[src/design/rhsl_pkg.sv]
// shared types and constants for the rgb to hsl converter
package rhsl_pkg;

  // channel and result widths
  localparam int unsigned ChanW  = 8;
  localparam int unsigned SumW   = 9;
  localparam int unsigned HueW   = 15;

  // one quotient bit per divider cell
  localparam int unsigned NumCells = 12;
  localparam int unsigned DivW     = 20;

  // hue scale in 1/64 degree
  localparam logic [HueW-1:0] HueGreenOff = 15'd7680;
  localparam logic [HueW-1:0] HueBlueOff  = 15'd15360;
  localparam logic [HueW-1:0] HueFull     = 15'd23040;
  localparam logic [SumW-1:0] ChanMax     = 9'd255;
  localparam logic [SumW-1:0] SumMax      = 9'd510;

  // which channel holds the max
  typedef enum logic [1:0] {
    SEC_RED,
    SEC_GREEN,
    SEC_BLUE
  } sector_e;

  // data that rides along the divider chain untouched
  typedef struct packed {
    logic              grey;
    logic              neg;
    sector_e           sector;
    logic [SumW-1:0]   sum;
    logic [ChanW-1:0]  alpha;
  } rhsl_side_t;

  // working set of one pixel inside the divider chain
  typedef struct packed {
    logic [DivW-1:0]     rem_h;
    logic [DivW-1:0]     dv_h;
    logic [NumCells-1:0] q_h;
    logic [DivW-1:0]     rem_s;
    logic [DivW-1:0]     dv_s;
    logic [NumCells-1:0] q_s;
    rhsl_side_t          side;
  } rhsl_work_t;

endpackage

[src/design/rhsl_prep.sv]
// front stage: max, min, sum, sector and divider operands
module rhsl_prep import rhsl_pkg::*; (
  input  logic             clk_i,
  input  logic             rst_ni,
  input  logic             valid_i,
  input  logic [ChanW-1:0] red_i,
  input  logic [ChanW-1:0] green_i,
  input  logic [ChanW-1:0] blue_i,
  input  logic [ChanW-1:0] alpha_i,
  output logic             stall_o,
  output logic             valid_o,
  output rhsl_work_t       work_o,
  input  logic             stall_i
);

  logic [ChanW-1:0] hi, lo, delta, mag;
  logic [SumW-1:0]  sum, den;
  logic signed [ChanW:0] diff;
  sector_e          sector;
  rhsl_work_t       work_d, work_q;
  logic             valid_q;

  // max and min of the three channels
  always_comb begin
    hi = (red_i > green_i) ? red_i : green_i;
    hi = (hi > blue_i) ? hi : blue_i;
    lo = (red_i < green_i) ? red_i : green_i;
    lo = (lo < blue_i) ? lo : blue_i;
  end

  assign sum   = {1'b0, hi} + {1'b0, lo};
  assign delta = hi - lo;
  assign den   = (sum <= ChanMax) ? sum : (SumMax - sum);

  // sector pick, red first then green
  always_comb begin
    if (red_i == hi) begin
      sector = SEC_RED;
      diff   = $signed({1'b0, green_i}) - $signed({1'b0, blue_i});
    end else if (green_i == hi) begin
      sector = SEC_GREEN;
      diff   = $signed({1'b0, blue_i}) - $signed({1'b0, red_i});
    end else begin
      sector = SEC_BLUE;
      diff   = $signed({1'b0, red_i}) - $signed({1'b0, green_i});
    end
  end

  assign mag = diff[ChanW] ? ChanW'(-diff) : diff[ChanW-1:0];

  // operands: 3840*|diff| over delta, 255*delta over den, divisors pre-shifted
  always_comb begin
    work_d.rem_h       = ({12'd0, mag} << 12) - ({12'd0, mag} << 8);
    work_d.dv_h        = {1'b0, delta, 11'd0};
    work_d.q_h         = '0;
    work_d.rem_s       = ({12'd0, delta} << 8) - {12'd0, delta};
    work_d.dv_s        = {den, 11'd0};
    work_d.q_s         = '0;
    work_d.side.grey   = (hi == lo);
    work_d.side.neg    = diff[ChanW];
    work_d.side.sector = sector;
    work_d.side.sum    = sum;
    work_d.side.alpha  = alpha_i;
  end

  assign stall_o = valid_q && stall_i;

  // stage valid
  always_ff @(posedge clk_i or negedge rst_ni) begin
    if (!rst_ni) begin
      valid_q <= 1'b0;
    end else if (!stall_o) begin
      valid_q <= valid_i;
    end
  end

  // stage payload
  always_ff @(posedge clk_i) begin
    if (valid_i && !stall_o) begin
      work_q <= work_d;
    end
  end

  assign valid_o = valid_q;
  assign work_o  = work_q;

endmodule

[src/design/rhsl_cell.sv]
// divider cell: one restoring quotient bit for hue and saturation
module rhsl_cell import rhsl_pkg::*; (
  input  logic       clk_i,
  input  logic       rst_ni,
  input  logic       valid_i,
  input  rhsl_work_t work_i,
  output logic       stall_o,
  output logic       valid_o,
  output rhsl_work_t work_o,
  input  logic       stall_i
);

  rhsl_work_t work_d, work_q;
  logic       valid_q;
  logic       take_h, take_s;

  // trial subtract on both dividers, then shift the divisors down
  always_comb begin
    take_h       = (work_i.rem_h >= work_i.dv_h);
    take_s       = (work_i.rem_s >= work_i.dv_s);
    work_d       = work_i;
    work_d.rem_h = take_h ? (work_i.rem_h - work_i.dv_h) : work_i.rem_h;
    work_d.rem_s = take_s ? (work_i.rem_s - work_i.dv_s) : work_i.rem_s;
    work_d.q_h   = {work_i.q_h[NumCells-2:0], take_h};
    work_d.q_s   = {work_i.q_s[NumCells-2:0], take_s};
    work_d.dv_h  = work_i.dv_h >> 1;
    work_d.dv_s  = work_i.dv_s >> 1;
  end

  assign stall_o = valid_q && stall_i;

  // cell valid
  always_ff @(posedge clk_i or negedge rst_ni) begin
    if (!rst_ni) begin
      valid_q <= 1'b0;
    end else if (!stall_o) begin
      valid_q <= valid_i;
    end
  end

  // cell payload
  always_ff @(posedge clk_i) begin
    if (valid_i && !stall_o) begin
      work_q <= work_d;
    end
  end

  assign valid_o = valid_q;
  assign work_o  = work_q;

endmodule

[src/design/rhsl_post.sv]
// output stage: hue offset and wrap, grey override, result register
module rhsl_post import rhsl_pkg::*; (
  input  logic             clk_i,
  input  logic             rst_ni,
  input  logic             valid_i,
  input  rhsl_work_t       work_i,
  output logic             stall_o,
  output logic             valid_o,
  output logic [HueW-1:0]  hue_o,
  output logic [ChanW-1:0] sat_o,
  output logic [SumW-1:0]  light_o,
  output logic [ChanW-1:0] alpha_o,
  input  logic             stall_i
);

  logic [HueW-1:0]  qh, off, hue_d, hue_q;
  logic [ChanW-1:0] sat_d, sat_q, alpha_q;
  logic [SumW-1:0]  light_q;
  logic             valid_q;

  assign qh = {{(HueW-NumCells){1'b0}}, work_i.q_h};

  // sector offset
  always_comb begin
    case (work_i.side.sector)
      SEC_RED:   off = '0;
      SEC_GREEN: off = HueGreenOff;
      SEC_BLUE:  off = HueBlueOff;
      default:   off = '0;
    endcase
  end

  // add or subtract the quotient by its sign, wrap below zero; grey forces hue and saturation to zero
  always_comb begin
    if (work_i.side.grey) begin
      hue_d = '0;
      sat_d = '0;
    end else begin
      sat_d = work_i.q_s[ChanW-1:0];
      if (!work_i.side.neg) begin
        hue_d = off + qh;
      end else if (work_i.side.sector == SEC_RED) begin
        hue_d = (qh == '0) ? '0 : (HueFull - qh);
      end else begin
        hue_d = off - qh;
      end
    end
  end

  assign stall_o = valid_q && stall_i;

  // result valid
  always_ff @(posedge clk_i or negedge rst_ni) begin
    if (!rst_ni) begin
      valid_q <= 1'b0;
    end else if (!stall_o) begin
      valid_q <= valid_i;
    end
  end

  // result payload
  always_ff @(posedge clk_i) begin
    if (valid_i && !stall_o) begin
      hue_q   <= hue_d;
      sat_q   <= sat_d;
      light_q <= work_i.side.sum;
      alpha_q <= work_i.side.alpha;
    end
  end

  assign valid_o = valid_q;
  assign hue_o   = hue_q;
  assign sat_o   = sat_q;
  assign light_o = light_q;
  assign alpha_o = alpha_q;

endmodule

[src/design/rgb_to_hsl_converter_core.sv]
// top level of the rgb to hsl converter: front stage, divider cell row, output stage
//
//   channel | direction | handshake              | payload
//   --------+-----------+------------------------+-----------------------------------
//   in      | sink      | in_valid_i / in_stall_o | red_in, green_in, blue_in, alpha_in
//   out     | source    | out_valid_o / out_stall_i | hue_out, sat_out, light_sum, alpha_out
//
// one pixel per clock sustained while the output is not stalled; each transaction
// passes through one front stage, twelve divider cells (one quotient bit each)
// and the output register.
// reset clears only the stage valid bits.
// a stall holds the output register; stages further back keep filling bubbles,
// so the input stalls only once every stage holds a pixel.
module rgb_to_hsl_converter_core import rhsl_pkg::*; (
  input  logic             clk_i,
  input  logic             rst_ni,
  input  logic             in_valid_i,
  output logic             in_stall_o,
  input  logic [ChanW-1:0] red_in_i,
  input  logic [ChanW-1:0] green_in_i,
  input  logic [ChanW-1:0] blue_in_i,
  input  logic [ChanW-1:0] alpha_in_i,
  output logic             out_valid_o,
  input  logic             out_stall_i,
  output logic [HueW-1:0]  hue_out_o,
  output logic [ChanW-1:0] sat_out_o,
  output logic [SumW-1:0]  light_sum_o,
  output logic [ChanW-1:0] alpha_out_o
);

  rhsl_work_t work  [NumCells+1];
  logic       valid [NumCells+1];
  logic       stall [NumCells+1];

  // operand setup
  rhsl_prep u_prep (
    .clk_i   (clk_i),
    .rst_ni  (rst_ni),
    .valid_i (in_valid_i),
    .red_i   (red_in_i),
    .green_i (green_in_i),
    .blue_i  (blue_in_i),
    .alpha_i (alpha_in_i),
    .stall_o (in_stall_o),
    .valid_o (valid[0]),
    .work_o  (work[0]),
    .stall_i (stall[0])
  );

  // row of divider cells
  for (genvar i = 0; i < NumCells; i++) begin : g_cell
    rhsl_cell u_cell (
      .clk_i   (clk_i),
      .rst_ni  (rst_ni),
      .valid_i (valid[i]),
      .work_i  (work[i]),
      .stall_o (stall[i]),
      .valid_o (valid[i+1]),
      .work_o  (work[i+1]),
      .stall_i (stall[i+1])
    );
  end

  // result register
  rhsl_post u_post (
    .clk_i   (clk_i),
    .rst_ni  (rst_ni),
    .valid_i (valid[NumCells]),
    .work_i  (work[NumCells]),
    .stall_o (stall[NumCells]),
    .valid_o (out_valid_o),
    .hue_o   (hue_out_o),
    .sat_o   (sat_out_o),
    .light_o (light_sum_o),
    .alpha_o (alpha_out_o),
    .stall_i (out_stall_i)
  );

endmodule

[config.mk]
export PLATFORM = sky130hd
export DESIGN_NAME = rgb_to_hsl_converter_core
export DESIGN_NICKNAME = d
export VERILOG_FILES = /design/src/design/rhsl_pkg.sv /design/src/design/rhsl_prep.sv /design/src/design/rhsl_cell.sv /design/src/design/rhsl_post.sv /design/src/design/rgb_to_hsl_converter_core.sv
export SDC_FILE = /design/constraint.sdc
export NUM_CORES = 2
export LEC_CHECK = 0
export ABC_CLOCK_PERIOD_IN_PS = 5800
export BUFFER_PORTS_ARGS = -buffer_cell sky130_fd_sc_hd__buf_2
export CAP_MARGIN = 10
export CORE_UTILIZATION = 42
export DETAILED_ROUTE_END_ITERATION = 16
export SLEW_MARGIN = 20
export SYNTH_ARGS = -nofsm -noshare
export SYNTH_HDL_FRONTEND = slang
export SYNTH_SLANG_ARGS = --single-unit
[constraint.sdc]
create_clock -name clk_i -period 5.8 [get_ports clk_i]
set_clock_uncertainty 0.15 [all_clocks]
set_input_delay 0.87 -clock clk_i [delete_from_list [all_inputs] [get_ports clk_i]]
set_output_delay 0.87 -clock clk_i [all_outputs]
set_load 0.05 [all_outputs]
### Yosys cells after proc, flatten, opt, wreduce, memory -nomap -nowiden

Cells that the tools add are included.

| cells by class | value |
|---|---|
| mux-type cells | 35 |
| equality and inequality tests | 5 |
| reductions and logical operators | 44 |
| $lt $le $gt $ge | 29 |
| add/sub/neg operators | 34 |

Operator list:

| operator | number |
|---|---|
| two-way mux 20 bit | 22 |
| subtractor 20 x 16 -> 20 bit | 3 |
| two-way mux 15 bit | 3 |
| >= comparator 20 x 10 -> 1 bit | 2 |
| >= comparator 20 x 11 -> 1 bit | 2 |
| >= comparator 20 x 12 -> 1 bit | 2 |
| >= comparator 20 x 13 -> 1 bit | 2 |
| >= comparator 20 x 14 -> 1 bit | 2 |
| >= comparator 20 x 15 -> 1 bit | 2 |
| >= comparator 20 x 16 -> 1 bit | 2 |
| >= comparator 20 x 17 -> 1 bit | 2 |
| >= comparator 20 x 18 -> 1 bit | 2 |
| >= comparator 20 x 19 -> 1 bit | 2 |
| >= comparator 20 x 9 -> 1 bit | 2 |
| two-way mux 8 bit | 5 |
| subtractor 20 x 10 -> 20 bit | 2 |
| subtractor 20 x 11 -> 20 bit | 2 |
| subtractor 20 x 12 -> 20 bit | 2 |
| subtractor 20 x 13 -> 20 bit | 2 |
| subtractor 20 x 14 -> 20 bit | 2 |
| subtractor 20 x 15 -> 20 bit | 2 |
| subtractor 20 x 17 -> 20 bit | 2 |
| subtractor 20 x 18 -> 20 bit | 2 |
| subtractor 20 x 19 -> 20 bit | 2 |
| other kinds (26) | 74 |

| word-level totals | value |
|---|---|
| logic and storage cells | 298 |
| output and inout port bits | 42 |
| input bits | 36 |
| register bits after elaboration | 1125 |

### Logic depth before layout (Yosys ltp)

| depth | value |
|---|---|
| depth after elaboration | 16 |
| gate-level depth with buffers | 36 |
| depth with buffers taken out | 31 |

### Modules after synthesis

Synthesis repeated with hierarchy kept, for this count alone.

| unflattened totals | value |
|---|---|
| cell total of the unflattened synthesis | 7058 |
| area, all modules | 86292.8 um^2 |

By module, submodules not included:

| module | seq. area each (um^2) | cells an instance | area each (um^2) | instances |
|---|---|---|---|---|
| rhsl_cell at g_cell[0].u_cell ... | 3718.6 | 495 | 6286.0 | 7 |
| rhsl_cell at g_cell[8].u_cell ... | 3718.6 | 561 | 6847.8 | 2 |
| rhsl_cell at g_cell[6].u_cell | 3718.6 | 578 | 6906.6 | 1 |
| rhsl_cell at g_cell[7].u_cell | 3718.6 | 507 | 6547.5 | 1 |
| rhsl_prep | 1946.9 | 692 | 6520.0 | 1 |
| rhsl_cell at g_cell[10].u_cell | 3718.6 | 514 | 6482.5 | 1 |
| rhsl_post | 1226.2 | 180 | 2138.3 | 1 |

### Least setup slack after synthesis

OpenSTA, ideal clock, no wires.

| path | value |
|---|---|
| kind | input port to flip-flop |
| start point | input green_in_i[2] |
| end point | register u_prep.work_q, in the netlist u_prep.work_o[124] (data pin) |
| stages | 33 |
| arrival | 7.274 ns |
| buffers on the path | 5 |
| library setup time | 0.262 ns |
| path slack | -1.886 ns |
| required time | 5.388 ns |
| path through | inv_1 > ha_1 > buf_2 > a21oi_1 > and2_1 > o221ai_1 > and2_1 > buf_6 > clkbuf_1 > nand2_1 > o21ai_0 > ha_1 > a211oi_1 > nor2_1 > and4bb_1 > nor2_1 > buf_2 > a211o_4 > o21ai_0 > clkbuf_1 > nor2_1 > a21oi_1 > ha_1 > inv_1 > o31a_1 > xnor2_1 > nor2_1 > a31oi_1 > ha_1 > nor3b_1 > a211o_1 > a2111oi_4 > xnor2_1 |

RTL lines:

| element | RTL line | source |
|---|---|---|
| start, declared | rgb_to_hsl_converter_core.sv:20 | `input logic [ChanW-1:0] green_in_i,` |
| end signal, assigned | rhsl_prep.sv:80 | `work_q <= work_d;` |
| end, declared | rhsl_prep.sv:20 | `rhsl_work_t work_d, work_q;` |

==> results.json <==
{
  "status": "finished, violations left",
  "violations": "negative setup slack",
  "cts.clk_slew.worst_paths_ns": 0.06,
  "avgRoutedWirePerCell_um": 15.1,
  "dp_hpwl_um": 65500,
  "holdWs_ns": 0.256,
  "grt_start_max_net_pins": 71,
  "hold_viol": 0,
  "synth-xor-area-share": 0.0508,
  "overflow": 0,
  "required_ns": 6.06,
  "slowest_stage": "a211o_1",
  "worst_pin_slew_ns": 1.04,
  "synth.top_cell.area_share": 0.623,
  "dr.pass1.iters": 5,
  "layout-drive-gt1-share": 0.146,
  "period_share": 1.01,
  "crit_top_cell": "ha_4",
  "drt-vias-per-instance": 4.93,
  "start_util": 0.426,
  "dr.first_iter.drc_count": 1056,
  "p_seq_frac": 0.430,
  "setup_ws_ns": -0.0668,
  "maxCapViolations": 0,
  "clkPwrFrac": 0.226,
  "vdd_ir_drop_max_v": 0.000263,
  "grt_util_met3": 0.0188,
  "synth_edf_count": 1016,
  "rsz0062_at_grt": "true",
  "ant_nets": 0,
  "place_ws_ns": -1.17,
  "wl_um": 86600,
  "syn_inst": 3780,
  "grt_use_met2": 0.279,
  "fin_area_um2": 56900,
  "port_buffers": 77,
  "arrival_ns": 6.12,
  "place_congestion": 0.862,
  "critical_path.max_stage_delay_ns": 0.34,
  "endpoint_kind": "register",
  "final_common_cell": "edfxtp_1",
  "n_antenna_cell": 0,
  "synth-simple-area-share": 0.0984,
  "switchingPower_mw": 9.20,
  "critical_path_class": "in2reg",
  "synth_flop_cell": "edfxtp_1",
  "max_freq_mhz": 170,
  "power_density_nw_per_um2": 505,
  "synth_compound_area_frac": 0.0904,
  "n_fill_cell": 9920,
  "synthMuxAreaShare": 0.0135,
  "area.growth.synth_to_final_pct": 16.1,
  "hold_class": "reg2reg",
  "start_kind": "input pin",
  "syn_nets": 4123,
  "cts-root-buf": "clkbuf_16",
  "num_vias": 28300,
  "layout.nets": 4484,
  "cp_max_fo": 8,
  "synth_warnings": 0,
  "clock_path_buffers": 3,
  "p_leak_nw": 22.0,
  "syn_avg_cell_area_um2": 13.0,
  "route.detailed.drc": 0,
  "cts_buffers": 101,
  "clkLatencyLatePin_ns": 0.67,
  "grt-busiest-layer": "met2",
  "synth_top_family_by_area": "simple AND/OR/NAND/NOR gates",
  "ys_seq_area_frac": 0.630,
  "syn_area_um2": 49000,
  "io_pins": 78,
  "groute.usage.overall": 0.149,
  "yosysTopAreaCell": "edfxtp_1",
  "row_count": 124,
  "cts_num_sinks": 1030,
  "setup_viol": 3,
  "synth.area.top_cells": "edfxtp_1 62%, ha_1 7.1%, xnor2_1 3.0%",
  "cts_tree": "yes",
  "synth_cell_type_count": 87,
  "antenna_found_initial": 0,
  "cts.htree.levels": 3,
  "final_util": 0.495,
  "design.die.area_um2": 118000,
  "use_met1": 0.172,
  "post_dp_cell_area_um2": 53000,
  "mostFrequentLayoutCells": "1016 x edfxtp_1, 375 x inv_1, 265 x ha_1",
  "power_frac_comb": 0.344,
  "grt_pass1_vias": 28700,
  "ys_ff_latch": 1030,
  "p_int_mw": 19.5,
  "grt_pass1_wl_um": 142000,
  "synthArstFlopShare": 0.0136,
  "slew_headroom": 0.305,
  "switching_share": 0.320,
  "finalCriticalPeriod_ns": 5.87,
  "die_height_um": 343,
  "coreArea_um2": 115000,
  "die_w_um": 343,
  "yosys.area_share.adder": 0.0827,
  "final-max-slew-violation-count": 0
}
[cell families after synthesis]
family / Yosys count
XOR/XNOR: 284
multiplexers: 63
adder cells (fa/ha/maj): 307
buffers and inverters: 436
other: 1
AND/OR/NAND/NOR: 958
flip-flops: 1030
AO/OA/AOI/OAI: 701
[layout make-up]
class,instances,area [um^2],area share
tap,1512,1890,0.0333
inverter,384,1450,0.0256
timing repair buffer,309,2240,0.0393
clock inverter,64,729,0.0128
clock buffer,121,2620,0.0461
sequential,1030,30900,0.543
multi-input combinational,2315,17100,0.300
[final timing paths]
path / slack, ns / startpoint / depth (start not counted) / end
max: -0.07 / green_in_i[4] / 30 / u_prep.work_o[124]
min: 0.26 / g_cell[5].u_cell.work_o[74] / 0 / g_cell[6].u_cell.work_o[75]
max reg2reg: 1.74 / g_cell[4].u_cell.work_o[59] / 14 / g_cell[5].u_cell.work_o[72]
min reg2reg: 0.26 / g_cell[5].u_cell.work_o[74] / 0 / g_cell[6].u_cell.work_o[75]
max in group asynchronous: 4.75 / rst_ni / 2 / g_cell[8].u_cell.valid_o
min in group asynchronous: 0.49 / rst_ni / 2 / g_cell[0].u_cell.valid_o
[power groups by stage]
stage               clock (mW)  sequential (mW)  combinational, mW
detailed placement           0             12.5               9.82
floorplan                    0             12.5               7.07
global route              7.01             12.6               11.2
global placement             0             12.5               9.65
CTS                       6.72             12.4               9.93
finish                    6.50             12.4               9.88
[Yosys cell counts, types with 48 or more instances]
library cell and instances:
a21boi_0 48, a21o_1 78, a21oi_1 163, edfxtp_1 1016, ha_1 279, inv_1 383
nand2_1 256, nand2b_1 65, nor2_1 237, nor2b_1 74, nor3_1 56, o21ai_0 223
xnor2_1 165, xor2_1 119
[per-stage QoR]
step | power (mW) | std cells | TNS, ns
6_report | 28.7 | 5735 | -0.0873
3_3_place_gp | 22.1 | 5534 | -17.56
5_1_grt | 30.8 | 5735 | -1.16
4_1_cts | 29.0 | 5729 | -0.112
2_1_floorplan | 19.5 | 3780 | -7.08
3_5_place_dp | 22.3 | 5534 | -20.89
[critical path, delay by kind of cell]
kind                       cells  cell delay, ns
and+or+nand+nor               10            1.62
AOI/OAI and AO/OA              8            1.61
adders and majority gates      4            1.01
buffers and inverters          5            0.46
muxes                          1            0.29
xor gates and xnor gates       2            0.25
[sequential cells by signal, summed over array words and instances (netlist names)]
| register | flops |
|---|---|
| u_post.hue_o | 15 |
| u_prep.valid_o | 1 |
| u_post.sat_o | 8 |
| g_cell.u_cell.valid_o | 12 |
| g_cell.u_cell.work_o | 911 |
| u_prep.work_o | 65 |
| u_post.light_o | 9 |
| u_post.valid_o | 1 |
| u_post.alpha_o | 8 |
[routing by layer]
| metal | vias to the layer above | part of all wire |
|---|---|---|
| met1 | 13200 | 0.42 |
| met2 | 381 | 0.52 |
| met3 | 166 | 0.029 |
| met4 | 0 | 0.034 |
| met5 | - | 0 |
| li1 | 14500 | - |
[timing repair]
| item | in CTS | in global routing |
|---|---|---|
| hold buffers | 1 | 0 |
| buffers inserted | 8 | 7 |
| endpoints found under the hold margin | 14 | 0 |
| cloned | 1 | 0 |
| endpoints found under the setup margin | 11 | 19 |
| pin swaps | 30 | 35 |
| resized for setup | 42 | 45 |
Note: power is estimated with default switching activity, not from simulation.
